$ cat src/sv/tmlp_pkg.sv
// ----------------------------------------------------------------------------
// tmlp_pkg: shared types and codes for the tiny MLP evaluator
// Item structs, command codes, activation codes, the sequencer state set and
// the command/status bundles between controller and datapath.
// ----------------------------------------------------------------------------
package tmlp_pkg;

    localparam int OUTPUT_NODES = 3;

    typedef struct packed {
        logic [2:0]         command;
        logic [5:0]         entry_index;
        logic signed [31:0] entry_value;
        logic signed [31:0] sample;
    } tmlp_in_t;

    typedef struct packed {
        logic signed [31:0] out_first;
        logic signed [31:0] out_second;
        logic signed [31:0] out_third;
        logic               saturated;
    } tmlp_out_t;

    // item commands
    localparam logic [2:0] CMD_NODE_WEIGHT = 3'd0;
    localparam logic [2:0] CMD_NODE_BIAS   = 3'd1;
    localparam logic [2:0] CMD_NODE_ACT    = 3'd2;
    localparam logic [2:0] CMD_OUT_WEIGHT  = 3'd3;
    localparam logic [2:0] CMD_EVALUATE    = 3'd4;

    // activation codes
    localparam logic [1:0] ACT_IDENT   = 2'd0;
    localparam logic [1:0] ACT_SIGMOID = 2'd1;
    localparam logic [1:0] ACT_RELU    = 2'd2;
    localparam logic [1:0] ACT_COSH    = 2'd3;

    // config register indexes
    localparam logic [1:0] CFG_HIDDEN_COUNT = 2'd0;
    localparam logic [1:0] CFG_NORM_ENABLE  = 2'd1;
    localparam logic [1:0] CFG_NORM_CEILING = 2'd2;

    // divider runs 17 restoring steps (quotient never exceeds 1.0 in Q16.16)
    localparam logic [4:0] DIV_LAST = 5'd16;

    typedef enum logic [4:0] {
        ST_IDLE,
        ST_NORM,
        ST_NDIV,
        ST_NTAKE,
        ST_NRD,
        ST_NMUL,
        ST_NSUM,
        ST_ORD,
        ST_OMUL,
        ST_OACC,
        ST_OSUM,
        ST_ACT,
        ST_EXP1,
        ST_EXP2,
        ST_EXP3,
        ST_SIGSET,
        ST_SDIV,
        ST_FIN,
        ST_DONE
    } tmlp_state_t;

    typedef enum logic [1:0] {
        KIND_IN,
        KIND_HID,
        KIND_OUT
    } tmlp_kind_t;

    typedef struct packed {
        logic store_wr;
        logic eval_start;
        logic norm_setup;
        logic norm_take;
        logic div_step;
        logic mul_in;
        logic mul_out;
        logic sum_in;
        logic sum_out;
        logic acc_clear;
        logic acc_add;
        logic exp1;
        logic exp_neg;
        logic exp2;
        logic exp3;
        logic sig_setup;
        logic fin_in;
        logic fin_hid;
        logic fin_out;
    } tmlp_cmd_t;

    typedef struct packed {
        logic       norm_direct;
        logic [1:0] act_code;
    } tmlp_stat_t;

endpackage

$ cat src/sv/tmlp_ctrl.sv
// ----------------------------------------------------------------------------
// tmlp_ctrl: sequencer of the tiny MLP evaluator
// Walks normalise, input node, hidden nodes and output nodes; drives the
// datapath with one command bundle per cycle.
// ----------------------------------------------------------------------------
module tmlp_ctrl import tmlp_pkg::*; #(
    parameter int MAX_HIDDEN = 20,
    localparam int NODE_COUNT = MAX_HIDDEN + 1 + OUTPUT_NODES,
    localparam int OW_COUNT = OUTPUT_NODES * MAX_HIDDEN,
    localparam int NODE_AW = $clog2(NODE_COUNT),
    localparam int OW_AW = $clog2(OW_COUNT),
    localparam int HCW = $clog2(MAX_HIDDEN + 1),
    localparam int SAW = (MAX_HIDDEN > 1) ? $clog2(MAX_HIDDEN) : 1
) (
    input  logic               clk,
    input  logic               rst_n,
    input  logic               start,
    input  logic [2:0]         command,
    input  logic [HCW-1:0]     n_hidden,
    input  logic               norm_enable,
    input  tmlp_stat_t         stat,
    output logic               busy,
    output logic               done,
    output tmlp_cmd_t          cmd,
    output logic [NODE_AW-1:0] node_addr,
    output logic [OW_AW-1:0]   ow_addr,
    output logic [SAW-1:0]     scr_addr,
    output logic [1:0]         out_sel
);

    tmlp_state_t    state_reg, state_next;
    tmlp_kind_t     kind_reg, kind_next;
    logic [HCW-1:0] h_reg, h_next;
    logic [1:0]     o_reg, o_next;
    logic [4:0]     cnt_reg, cnt_next;
    logic           pass_reg, pass_next;
    logic [HCW-1:0] h_last;

    assign h_last = n_hidden - 1'b1;

    always_ff @(posedge clk or negedge rst_n)
    begin
        if (!rst_n)
        begin
            state_reg <= ST_IDLE;
            kind_reg  <= KIND_IN;
            h_reg     <= '0;
            o_reg     <= '0;
            cnt_reg   <= '0;
            pass_reg  <= 1'b0;
        end
        else
        begin
            state_reg <= state_next;
            kind_reg  <= kind_next;
            h_reg     <= h_next;
            o_reg     <= o_next;
            cnt_reg   <= cnt_next;
            pass_reg  <= pass_next;
        end
    end

    always_comb
    begin
        state_next = state_reg;
        kind_next  = kind_reg;
        h_next     = h_reg;
        o_next     = o_reg;
        cnt_next   = cnt_reg;
        pass_next  = pass_reg;
        cmd        = '0;

        unique case (state_reg)
            ST_IDLE:
            begin
                if (start)
                begin
                    cmd.store_wr = 1'b1;
                    if (command == CMD_EVALUATE)
                    begin
                        cmd.eval_start = 1'b1;
                        state_next     = ST_NORM;
                    end
                end
            end
            ST_NORM:
            begin
                kind_next = KIND_IN;
                if (!norm_enable)
                begin
                    state_next = ST_NRD;
                end
                else
                begin
                    cmd.norm_setup = 1'b1;
                    cnt_next       = '0;
                    state_next     = stat.norm_direct ? ST_NRD : ST_NDIV;
                end
            end
            ST_NDIV:
            begin
                cmd.div_step = 1'b1;
                cnt_next     = cnt_reg + 5'd1;
                if (cnt_reg == DIV_LAST)
                begin
                    state_next = ST_NTAKE;
                end
            end
            ST_NTAKE:
            begin
                cmd.norm_take = 1'b1;
                state_next    = ST_NRD;
            end
            ST_NRD:
            begin
                if (kind_reg == KIND_OUT)
                begin
                    cmd.acc_clear = 1'b1;
                    h_next        = '0;
                    state_next    = (n_hidden == '0) ? ST_OSUM : ST_ORD;
                end
                else
                begin
                    state_next = ST_NMUL;
                end
            end
            ST_NMUL:
            begin
                cmd.mul_in = 1'b1;
                state_next = ST_NSUM;
            end
            ST_NSUM:
            begin
                cmd.sum_in = 1'b1;
                state_next = ST_ACT;
            end
            ST_ORD:
            begin
                state_next = ST_OMUL;
            end
            ST_OMUL:
            begin
                cmd.mul_out = 1'b1;
                state_next  = ST_OACC;
            end
            ST_OACC:
            begin
                cmd.acc_add = 1'b1;
                if (h_reg == h_last)
                begin
                    state_next = ST_OSUM;
                end
                else
                begin
                    h_next     = h_reg + 1'b1;
                    state_next = ST_ORD;
                end
            end
            ST_OSUM:
            begin
                cmd.sum_out = 1'b1;
                state_next  = ST_ACT;
            end
            ST_ACT:
            begin
                pass_next = 1'b0;
                if (stat.act_code == ACT_SIGMOID || stat.act_code == ACT_COSH)
                begin
                    state_next = ST_EXP1;
                end
                else
                begin
                    state_next = ST_FIN;
                end
            end
            ST_EXP1:
            begin
                cmd.exp1    = 1'b1;
                cmd.exp_neg = (stat.act_code == ACT_SIGMOID) || pass_reg;
                state_next  = ST_EXP2;
            end
            ST_EXP2:
            begin
                cmd.exp2   = 1'b1;
                state_next = ST_EXP3;
            end
            ST_EXP3:
            begin
                cmd.exp3 = 1'b1;
                if (stat.act_code == ACT_COSH && !pass_reg)
                begin
                    pass_next  = 1'b1;
                    state_next = ST_EXP1;
                end
                else if (stat.act_code == ACT_SIGMOID)
                begin
                    state_next = ST_SIGSET;
                end
                else
                begin
                    state_next = ST_FIN;
                end
            end
            ST_SIGSET:
            begin
                cmd.sig_setup = 1'b1;
                cnt_next      = '0;
                state_next    = ST_SDIV;
            end
            ST_SDIV:
            begin
                cmd.div_step = 1'b1;
                cnt_next     = cnt_reg + 5'd1;
                if (cnt_reg == DIV_LAST)
                begin
                    state_next = ST_FIN;
                end
            end
            ST_FIN:
            begin
                state_next = ST_NRD;
                unique case (kind_reg)
                    KIND_IN:
                    begin
                        cmd.fin_in = 1'b1;
                        h_next     = '0;
                        o_next     = '0;
                        kind_next  = (n_hidden == '0) ? KIND_OUT : KIND_HID;
                    end
                    KIND_HID:
                    begin
                        cmd.fin_hid = 1'b1;
                        if (h_reg == h_last)
                        begin
                            kind_next = KIND_OUT;
                            o_next    = '0;
                            h_next    = '0;
                        end
                        else
                        begin
                            h_next = h_reg + 1'b1;
                        end
                    end
                    default:
                    begin
                        cmd.fin_out = 1'b1;
                        if (o_reg == 2'd2)
                        begin
                            state_next = ST_DONE;
                        end
                        else
                        begin
                            o_next = o_reg + 2'd1;
                        end
                    end
                endcase
            end
            ST_DONE:
            begin
                state_next = ST_IDLE;
            end
            default:
            begin
                state_next = ST_IDLE;
            end
        endcase
    end

    always_comb
    begin
        unique case (kind_reg)
            KIND_IN:  node_addr = '0;
            KIND_HID: node_addr = NODE_AW'(h_reg) + 1'b1;
            default:  node_addr = NODE_AW'(MAX_HIDDEN + 1) + NODE_AW'(o_reg);
        endcase
    end

    assign ow_addr  = OW_AW'(OW_AW'(o_reg) * OW_AW'(MAX_HIDDEN) + OW_AW'(h_reg));
    assign scr_addr = h_reg[SAW-1:0];
    assign out_sel  = o_reg;
    assign busy     = (state_reg != ST_IDLE);
    assign done     = (state_reg == ST_DONE);

    a_done_idle: assert property (@(posedge clk) disable iff (!rst_n)
        done |=> !busy)
        else $error("busy after result strobe");

    a_busy_cause: assert property (@(posedge clk) disable iff (!rst_n)
        $rose(busy) |-> $past(start && command == CMD_EVALUATE))
        else $error("went busy without evaluate");

    a_div_bound: assert property (@(posedge clk) disable iff (!rst_n)
        (state_reg == ST_NDIV || state_reg == ST_SDIV) |-> cnt_reg <= DIV_LAST)
        else $error("divider step count overrun");

    a_acc_hidden: assert property (@(posedge clk) disable iff (!rst_n)
        (state_reg == ST_OACC) |-> (n_hidden != '0 && h_reg <= h_last))
        else $error("accumulate with no hidden node");

endmodule

$ cat config.mk
export PLATFORM = sky130hd
export DESIGN_NAME = tmlp_ctrl
export DESIGN_NICKNAME = d
export VERILOG_FILES = /design/src/sv/tmlp_pkg.sv /design/src/sv/tmlp_ctrl.sv
export SDC_FILE = /design/constraint.sdc
export NUM_CORES = 1
export LEC_CHECK = 0
export ABC_AREA = 0
export BUFFER_PORTS_ARGS = -buffer_cell sky130_fd_sc_hd__buf_2
export CAP_MARGIN = 5
export CELL_PAD_IN_SITES_DETAIL_PLACEMENT = 0
export CELL_PAD_IN_SITES_GLOBAL_PLACEMENT = 1
export CORE_AREA = 5 5 78 80
export CTS_BUF_LIST = sky130_fd_sc_hd__clkbuf_8
export CTS_CLUSTER_DIAMETER = 100
export CTS_CLUSTER_SIZE = 28
export DETAILED_ROUTE_END_ITERATION = 10
export DIE_AREA = 0 0 83 85
export GPL_TIMING_DRIVEN = 0
export PLACE_DENSITY_LB_ADDON = 0.05
export SLEW_MARGIN = 20
export SYNTH_ARGS = -nofsm -noshare
export SYNTH_HDL_FRONTEND = slang
export SYNTH_SLANG_ARGS = --single-unit
$ cat constraint.sdc
create_clock -name clk -period 2.1 [get_ports clk]
set_input_delay 0.42 -clock clk [delete_from_list [all_inputs] [get_ports clk]]
set_output_delay 0.42 -clock clk [all_outputs]
set_load 0.05 [all_outputs]
==> results.tsv, run 1 <==
metric	value	unit
Core Region	5338	sq um
Setup Viol. Count Final	6	
register area	511.7	sq um
Worst-path clk slew	90	ps
Mapped Avg Cell Area	8.024	sq um
Yosys reg bits	20	
# H-tree levels	1	
PwrDens	1424	nW/um^2
Worst Reg-to-Reg Cells	6	
Max-Cap Viols	0	
Ports	54	
CP Launch Type	flop	
synth-to-layout area growth	62.09	%
Post-synth top flop	dfrtp_1	
Yosys warnings	0	
Sink Count	20	
CP cell instances	buf_6, or3b_4, or2_4, nor3_4, buf_6	
CP Class	flop to output port	
final slew viol count	0	
largest net degree at the start of global routing	21	
initial core utilization	0.3277	
via count	1922	
Final Cycle Share	1.022	
IO Port Bufs	53	
gr ovfl total	0	
Post-Syn Area	1749	sq um
first-pass GRT wire length	9446	um
die height	85	um
Power, Total	4037	uW
vias per cell	5.098	
Initial DRT Pass Iterations	4	
RSZ-0062 raised after global routing	true	
Max Clk Rate	0.4660	GHz
status	finished with violations	
worst r2r src	state_reg[4]	
Leak	0.001280	uW
internal reg-to-reg setup slack	50	ps
fillers	535	
top cells by area, synth	dfrtp_1 29%, ha_1 6.4%, nor2_1 4.5%	
final core occ	0.5312	
r2r endpoint	scr_addr[4]	
Worst-Margin Slew	650.9	ps
Clock Tree Root	clkbuf_8	
most numerous cell in the Yosys netlist	nor2_1	
number of library cell types mapped by synthesis	49	
sequential area share after synthesis	0.2861	
count of flip-flops with a built-in enable after synthesis	0	
Post-Synthesis Cells	218	
row cnt	27	
worst skew pair latency	270	ps
multi-input combinational cell area	1376	sq um
crit path max fanout	6	
hpwl dp	4062	um
Die W	83	um
fin crit period	2146	ps
Antenna Nets Post-Route	0	
post-synth top area share	0.2861	
die area	7055	sq um
crit end category	output port	
peak supply drop	0.0008621	V
CTS tree	built	
Post-synth top cells	21 x nor2_1, 20 x dfrtp_1, 18 x nand2_1	
initial antenna violation count	0	
dpl ws	-289.0	ps
critical path arrival	1730	ps
residual DRC count	0	
routed wire length	5754	um
skew final	5.177	ps
CP max stage delay	400	ps
CTS Buf Count	3	
cts hold-fix bufs	0	
critical path's most frequent cell	buf_6	
ys async rst share	1.000	
syn nets	243	
First DRT Iteration DRCs	64	
layout cell share with drive strength beyond 1	0.5016	
GPL Wtd Cong	0.7594	
Synth area leader	dfrtp_1	
Avg WL per Cell	15.26	um
nets	331	
n_diodes	0	
Hold Crit Class	input port to asynchronous set/reset pin	
final hold slack	117.5	ps
Worst Slack Setup Final	-45.83	ps
CP max-delay cell	or3b_4	
failing checks	setup timing	
Max-slew headroom	0.5649	
CP Data Required Time	1680	ps
CTS max path bufs	2	
Fin. Hold Viols	0	
number of global-route vias before repair	1930	
GRT Total Usage	0.1635	
-- final cells by class --
type	instances	share of cell area
Buffer	12	0.03707
Clock buffer	4	0.01942
Inverter	15	0.02118
Multi-Input combinational cell	169	0.4854
Sequential cell	20	0.1805
Tap cell	72	0.03177
Timing Repair Buffer	85	0.2246
-- worst max-delay path by stage --
stage                       from           to  cells past startpoint  slack (ps)
floorplan           state_reg[4]       cmd[6]                      5        -210
global placement     n_hidden[0]  scr_addr[4]                      8        -320
detailed placement   n_hidden[0]  scr_addr[4]                      8        -290
CTS                 state_reg[4]       cmd[6]                      7         -60
global route        state_reg[4]       cmd[2]                      5        -110
finish              state_reg[4]       cmd[2]                      5         -50
-- power by group --
group          switching [uW]  internal, uW
combinational            1810          1180
clock                     152           168
sequential                184           536
total                    2150          1890
-- routing by layer --
layer | GRT usage | wire [um]
met2 | 0.2617 | 2684
met4 | 0.05795 | 73
met1 | 0.2221 | 2699
met3 | 0.02816 | 296
met5 | 0 | 0
-- worst max-delay path: cells and delay by family (launching register included) --
kind                   cells  cell delay, ps
AND/OR/NAND/NOR            3             800
flip-flops                 1             350
buffers and inverters      2             310
-- cell usage in the layout, fill, tap and decap left out, types with 3 or more instances in the layout --
cell      count
buf_2        37
buf_4        34
buf_6        17
nand2_1      17
nor2_1       13
inv_1        12
nand3_1      12
dfrtp_1      11
a21oi_1      10
o21ai_0       9
dfrtp_2       9
xnor2_1       7
nor3_1        6
nor2_4        5
nor3_4        5
xor2_1        5
a31oi_1       5
ha_1          5
clkbuf_8      4
buf_8         4
nor2_2        3
nor3_2        3
nand2b_1      3
or3b_4        3
nor3b_1       3
a211o_1       3
nor4b_1       3
ha_4          3
-- kinds of logic after synthesis --
logic type / after synthesis / synth area share
xor gates and xnor gates: 15 / 0.08298
buffers and inverters: 29 / 0.07653
AOI/OAI and AO/OA: 48 / 0.1760
and+or+nand+nor: 94 / 0.2904
DFF: 20 / 0.2861
adders and majority gates: 10 / 0.07582
muxes: 2 / 0.01216
-- repair_timing --
item / CTS / global route
endpoints found under the setup margin: 35 / 30
setup buffers: 21 / 11
pin swaps: 9 / 17
gates resized for setup: 58 / 31
-- through the flow --
step / setup TNS [ps] / cell area, sq um / instances
after floorplan: -912.4 / 1892 / 218
after global placement: -2500 / 2247 / 343
after detailed placement: -2092 / 2247 / 343
after CTS: -185.4 / 2646 / 366
after global routing: -727.5 / 2835 / 377
final: -163.5 / 2835 / 377
No activity file was read; power rests on OpenSTA's default activity.
==> run 2: changes to the inputs <==
--- a/config.mk
+++ b/config.mk
@@ -17,7 +17,7 @@
 export DETAILED_ROUTE_END_ITERATION = 10
 export DIE_AREA = 0 0 83 85
 export GPL_TIMING_DRIVEN = 0
-export PLACE_DENSITY_LB_ADDON = 0.05
+export PLACE_DENSITY_LB_ADDON = 0.1
 export SLEW_MARGIN = 20
 export SYNTH_ARGS = -nofsm -noshare
 export SYNTH_HDL_FRONTEND = slang
==> run 2 against run 1 <==
The flow still finishes with violations (setup timing); critical path type unchanged; non-clock buffer count stayed put; clock skew rose by 4.7 ps; maximum frequency fell by 0.55%; highest routed layer unchanged; register-to-register slack got worse by 50 ps.
==> results.tsv, run 2 (synthesized netlist as in run 1, its figures left out) <==
metric	value	unit	change
first-pass GRT wire length	9239	um	-2.2%
layout cell share with drive strength beyond 1	0.4984		-0.003279
Max Clk Rate	0.4635	GHz	-0.55%
Sink Count	20		unchanged
internal reg-to-reg setup slack	0	ps	-50 ps
final hold slack	106.2	ps	-11.36 ps
RSZ-0062 raised after global routing	true		
fin crit period	2158	ps	+11.77 ps
Ports	54		unchanged
DP Area	2247	sq um	unchanged
synth-to-layout area growth	59.87	%	
die height	85	um	unchanged
final slew viol count	0		unchanged
initial core utilization	0.3277		unchanged
TNS Setup	-200.0	ps	-36.46 ps
Final Cycle Share	1.027		+0.005607
Placed Cells incl. Taps	343		unchanged
CP startpoint	state_reg[4]		
cts hold-fix bufs	0		unchanged
worst skew pair latency	270	ps	about the same
First DRT Iteration DRCs	72		+13%
Worst-Margin Slew	826.4	ps	+175.5 ps
Avg WL per Cell	14.81	um	-3.0%
GPL Wtd Cong	0.7769		+2.3%
final core occ	0.5239		-0.007267
via count	1931		+0.47%
n_diodes	0		unchanged
hpwl dp	4087	um	+0.64%
Setup Viol. Count Final	6		unchanged
gr ovfl total	0		unchanged
number of global-route vias before repair	1889		-2.1%
peak supply drop	0.0008849	V	+2.6%
IO Port Bufs	53		unchanged
CP Launch Type	flop		
residual DRC count	0		unchanged
Max-slew headroom	0.4413		-0.1236
GRT Total Usage	0.1567		-0.006828
CTS max path bufs	2		unchanged
nets	331		unchanged
commonest non-fill, non-tap cell in the layout	buf_4		
Initial DRT Pass Iterations	4		unchanged
critical path arrival	1740	ps	about the same
Core Region	5338	sq um	unchanged
initial antenna violation count	0		unchanged
Fin. Hold Viols	0		unchanged
Antenna Nets Post-Route	0		unchanged
status	finished with violations		
design area	2796	sq um	-1.4%
CP Class	flop to output port		
crit end category	output port		
CTS tree	built		
most frequent cells in the layout	37 x buf_4, 36 x buf_2, 17 x nand2_1		
final non-filler cell total	377		unchanged
PwrDens	1413	nW/um^2	-0.77%
vias per cell	5.122		+0.47%
die area	7055	sq um	unchanged
CTS Buf Count	3		unchanged
Clock Tree Root	clkbuf_8		
register area	513.0	sq um	+0.24%
routed wire length	5584	um	-3.0%
Worst Slack Setup Final	-57.60	ps	-11.77 ps
# H-tree levels	1		unchanged
Hold Crit Class	input port to asynchronous set/reset pin		
Die W	83	um	unchanged
Max-Cap Viols	0		unchanged
Leak	0.001271	uW	-0.70%
failing checks	setup timing		
largest net degree at the start of global routing	21		unchanged
CP Data Required Time	1680	ps	about the same
skew final	9.842	ps	+4.665 ps
fillers	541		+1.1%
multi-input combinational cell area	1363	sq um	-1.0%
row cnt	27		unchanged
Worst-path clk slew	90	ps	about the same
crit path max fanout	7		+1
worst r2r src	state_reg[4]		
==> run 2: repair_timing <==
| item | 4_1_cts | 5_1_grt |
|---|---|---|
| gates resized for setup | 54 | 29 |
| endpoints found under the setup margin | 31 | 25 |
| gates cloned | 0 | 0 |
| setup buffers | 18 | 14 |
| pin swaps | 7 | 9 |
==> run 2: final timing paths <==
path	end	cells past startpoint
min reg2reg	cnt_reg[2]	1
max in group asynchronous	scr_addr[0]	1
max	cmd[1]	5
max reg2reg	scr_addr[4]	6
min in group clk	pass_reg	3
min	cnt_reg[1]	1
==> run 2: per-layer routing <==
| metal | share of wire | GRT usage | vias up |
|---|---|---|---|
| li1 | - | - | 949 |
| met1 | 0.48 | 0.2195 | 925 |
| met2 | 0.47 | 0.2536 | 51 |
| met3 | 0.042 | 0.02427 | 6 |
| met4 | 0.0097 | 0.03715 | 0 |
| met5 | 0 | 0 | - |
==> run 2: cell type report <==
cell class / instances / area share
Buffer: 12 / 0.03490
Multi-Input combinational cell: 169 / 0.4872
Inverter: 15 / 0.02148
Timing Repair Buffer: 85 / 0.2210
Sequential cell: 20 / 0.1834
Tap cell: 72 / 0.03221
Clock buffer: 4 / 0.01969
==> run 2: metrics by stage <==
step                power [uW]  setup slack [ps]
floorplan                 2601            -206.7
detailed placement        3101            -233.8
global route              4201            -115.3
global placement          3110            -208.0
CTS                       3797            -52.96
finish                    3951            -57.60
==> run 2: critical path, cell delays in order (launching register included) <==
cell     delay, ps
dfrtp_1        360
buf_6          140
or3b_4         390
buf_4          170
nor3_4         220
buf_6          190
==> run 2: power breakdown <==
group	switching (uW)	total (uW)	leakage [uW]	internal (uW)
Combinational	1790	2940	0.000997	1150
Clock	145	312	0.0000288	167
Sequential	168	703	0.000245	535
Total	2100	3950	0.00127	1850
==> run 3: changes to the inputs <==
--- a/config.mk
+++ b/config.mk
@@ -5,17 +5,17 @@
 export SDC_FILE = /design/constraint.sdc
 export NUM_CORES = 1
 export LEC_CHECK = 0
-export ABC_AREA = 0
+export ABC_AREA = 1
 export BUFFER_PORTS_ARGS = -buffer_cell sky130_fd_sc_hd__buf_2
 export CAP_MARGIN = 5
 export CELL_PAD_IN_SITES_DETAIL_PLACEMENT = 0
 export CELL_PAD_IN_SITES_GLOBAL_PLACEMENT = 1
-export CORE_AREA = 5 5 78 80
+export CORE_AREA = 5 5 79 81
 export CTS_BUF_LIST = sky130_fd_sc_hd__clkbuf_8
 export CTS_CLUSTER_DIAMETER = 100
 export CTS_CLUSTER_SIZE = 28
 export DETAILED_ROUTE_END_ITERATION = 10
-export DIE_AREA = 0 0 83 85
+export DIE_AREA = 0 0 84 86
 export GPL_TIMING_DRIVEN = 0
 export PLACE_DENSITY_LB_ADDON = 0.1
 export SLEW_MARGIN = 20
==> run 3 against run 2 <==
The flow now finishes without violations; sequential power shrank 8.7%; clock skew shrank 7.8 ps; maximum frequency grew 5.1%; clock-buffer cell count shrank 1; highest routed layer unchanged.
==> results.tsv, run 3 <==
metric	value	unit	change
status	finished, final reports clean		
CP max-delay cell	dfrtp_2		
Worst Reg-to-Reg Cells	8		+2
GPL Wtd Cong	0.8182		+5.3%
fin crit period	2052	ps	-105.4 ps
n_diodes	0		unchanged
IO Port Bufs	53		unchanged
GRT Total Usage	0.1472		-0.009459
worst r2r src	scr_addr[0]		
Yosys reg bits	20		unchanged
CTS Buf Count	3		unchanged
design area	2477	sq um	-11%
sequential area share after synthesis	0.2772		-0.008923
CP Class	flop to output port		
post-synth top area share	0.2772		-0.008923
Ports	54		unchanged
Antenna Nets Post-Route	0		unchanged
final core occ	0.4583		-0.06558
vias per cell	4.740		-7.5%
top cells by area, synth	dfrtp_1 28%, nand2_1 12%, inv_1 8.3%		
WP buf/inv	2		-1
RSZ-0062 raised after global routing	true		
internal reg-to-reg setup slack	440	ps	+440 ps
peak supply drop	0.0003498	V	-60%
nets	346		+4.5%
Setup Viol. Count Final	0		-6
CP Launch Type	flop		
via count	1858		-3.8%
crit path max fanout	6		-1
initial core utilization	0.3340		+0.006320
syn nets	283		+16%
PwrDens	926.1	nW/um^2	-34%
CTS max path bufs	2		unchanged
Initial DRT Pass Iterations	4		unchanged
number of library cell types mapped by synthesis	35		-29%
Max-slew headroom	0.6764		+0.2351
Post-synth top flop	dfrtp_1		
count of flip-flops with a built-in enable after synthesis	0		unchanged
Sink Count	20		unchanged
Fin. Hold Viols	0		unchanged
# H-tree levels	1		unchanged
Mapped Avg Cell Area	6.998	sq um	-13%
hpwl dp	4129	um	+1.0%
fillers	576		+6.5%
initial antenna violation count	0		unchanged
worst skew pair latency	260	ps	about the same
largest net degree at the start of global routing	21		unchanged
Final Cycle Share	0.9773		-0.05017
r2r endpoint	scr_addr[1]		
Die W	84	um	+1.2%
register area	514.2	sq um	+0.24%
crit end category	output port		
Top delay family on crit path	adder cells		
routed wire length	5144	um	-7.9%
Max-Cap Viols	0		unchanged
Clock Tree Root	clkbuf_8		
Avg WL per Cell	13.12	um	-11%
first-pass GRT wire length	8631	um	-6.6%
CP Data Required Time	1680	ps	about the same
commonest non-fill, non-tap cell in the layout	nand2_1		
gr ovfl total	0		unchanged
Leak	0.001249	uW	-1.7%
skew final	2.051	ps	-7.791 ps
Worst-path clk slew	80	ps	about the same
Post-Synthesis Cells	258		+18%
die area	7224	sq um	+2.4%
die height	86	um	+1.2%
ys async rst share	1.000		unchanged
CP cell instances	ha_4, inv_1, fa_2, xnor2_2, buf_6		
Post-synth top cells	60 x nand2_1, 40 x inv_1, 26 x nor2_1		
most frequent cells in the layout	58 x nand2_1, 38 x inv_1, 37 x buf_2		
synth-to-layout area growth	37.21	%	
Worst-Margin Slew	485.5	ps	-341.0 ps
layout cell share with drive strength beyond 1	0.3750		-0.1234
critical path arrival	1630	ps	-110 ps
CTS tree	built		
First DRT Iteration DRCs	83		+15%
Post-Syn Area	1805	sq um	+3.2%
CP max stage delay	470	ps	+80 ps
number of global-route vias before repair	1810		-4.2%
most numerous cell in the Yosys netlist	nand2_1		
DP Area	2216	sq um	-1.4%
Core Region	5405	sq um	+1.3%
multi-input combinational cell area	1227	sq um	-9.9%
Hold Crit Class	input port to asynchronous set/reset pin		
Yosys warnings	0		unchanged
Max Clk Rate	0.4873	GHz	+5.1%
residual DRC count	0		unchanged
Synth area leader	dfrtp_1		
final slew viol count	0		unchanged
row cnt	27		unchanged
run 3: cell count changes after synthesis, moves of 6 or more:
cell	previous run	this run
a21oi_1	11	3
inv_2	0	6
clkbuf_1	7	0
nor3_1	13	6
nand3_1	12	18
nand2_1	18	60
xnor2_1	9	2
inv_1	15	40
run 3: through the flow:
step                      setup WS (ps)  setup TNS [ps]  power, uW  instances  hold slack (ps)
after global routing             -79.36          -223.4       2512        392            139.0
final                             47.75               0       2294        392            114.3
after detailed placement          136.8               0       1813        383            413.1
after CTS                        -13.88          -13.88       2231        388            124.1
after floorplan                  -376.5          -857.8       1529        258            124.4
after global placement            149.2               0       1811        383            412.1
run 3: how the worst max path moves through the flow:
stage	start	to	slack (ps)	cells after the start
after global placement	state_reg[4]	cmd[4]	150	5
after detailed placement	n_hidden[0]	scr_addr[1]	140	13
final	out_sel[0]	ow_addr[4]	50	5
after global routing	state_reg[2]	cmd[13]	-80	5
after floorplan	state_reg[3]	cmd[17]	-380	5
after CTS	scr_addr[4]	ow_addr[5]	-10	5
run 3: what timing repair did:
item                       4_1_cts  5_1_grt
hold buffers                     0        0
resized for setup               17       31
setup buffers                    1        4
setup endpoints to repair       13       23
pin swaps                        0        2
run 3: report_power, final:
group          leakage [uW]  total, uW  internal [uW]  switching [uW]
clock network     0.0000357        389            254             134
registers          0.000254        642            490             153
logic              0.000960       1260            394             870
total               0.00125       2290           1140            1160
run 3: cells by family (layout without fill, tap and decap cells):
kind of cell,after synthesis,in the layout,share of synthesized area
compound gates,33,33,0.1199
xor+xnor,10,10,0.04851
fa+ha+maj,10,10,0.07346
buf+inv,50,112,0.1143
flops,20,20,0.2772
simple gates,135,135,0.3666
run 3: final cells by class:
type                            instances  share of cell area
Buffer                                  4             0.01364
Clock buffer                            3             0.01667
Clock inverter                          1             0.01212
Inverter                               46             0.07071
Multi-Input combinational cell        188              0.4955
Sequential cell                        20              0.2076
Tap cell                               72             0.03636
Timing Repair Buffer                   58              0.1475
run 3: layer usage:
metal,part of all wire,track usage,up-vias
met5,0,0,-
met4,0.012,0.04094,0
met3,0.032,0.02978,6
met2,0.47,0.2458,27
met1,0.49,0.1935,856
li1,-,-,969
run 3: worst reg2reg max path: stages, from the launching register on:
cell	delay [ps]
dfrtp_2	450
buf_4	170
xor2_1	120
nand2_1	60
nor2_1	130
nand3_2	230
o21ai_2	300
nand2_1	80
nand2_1	70
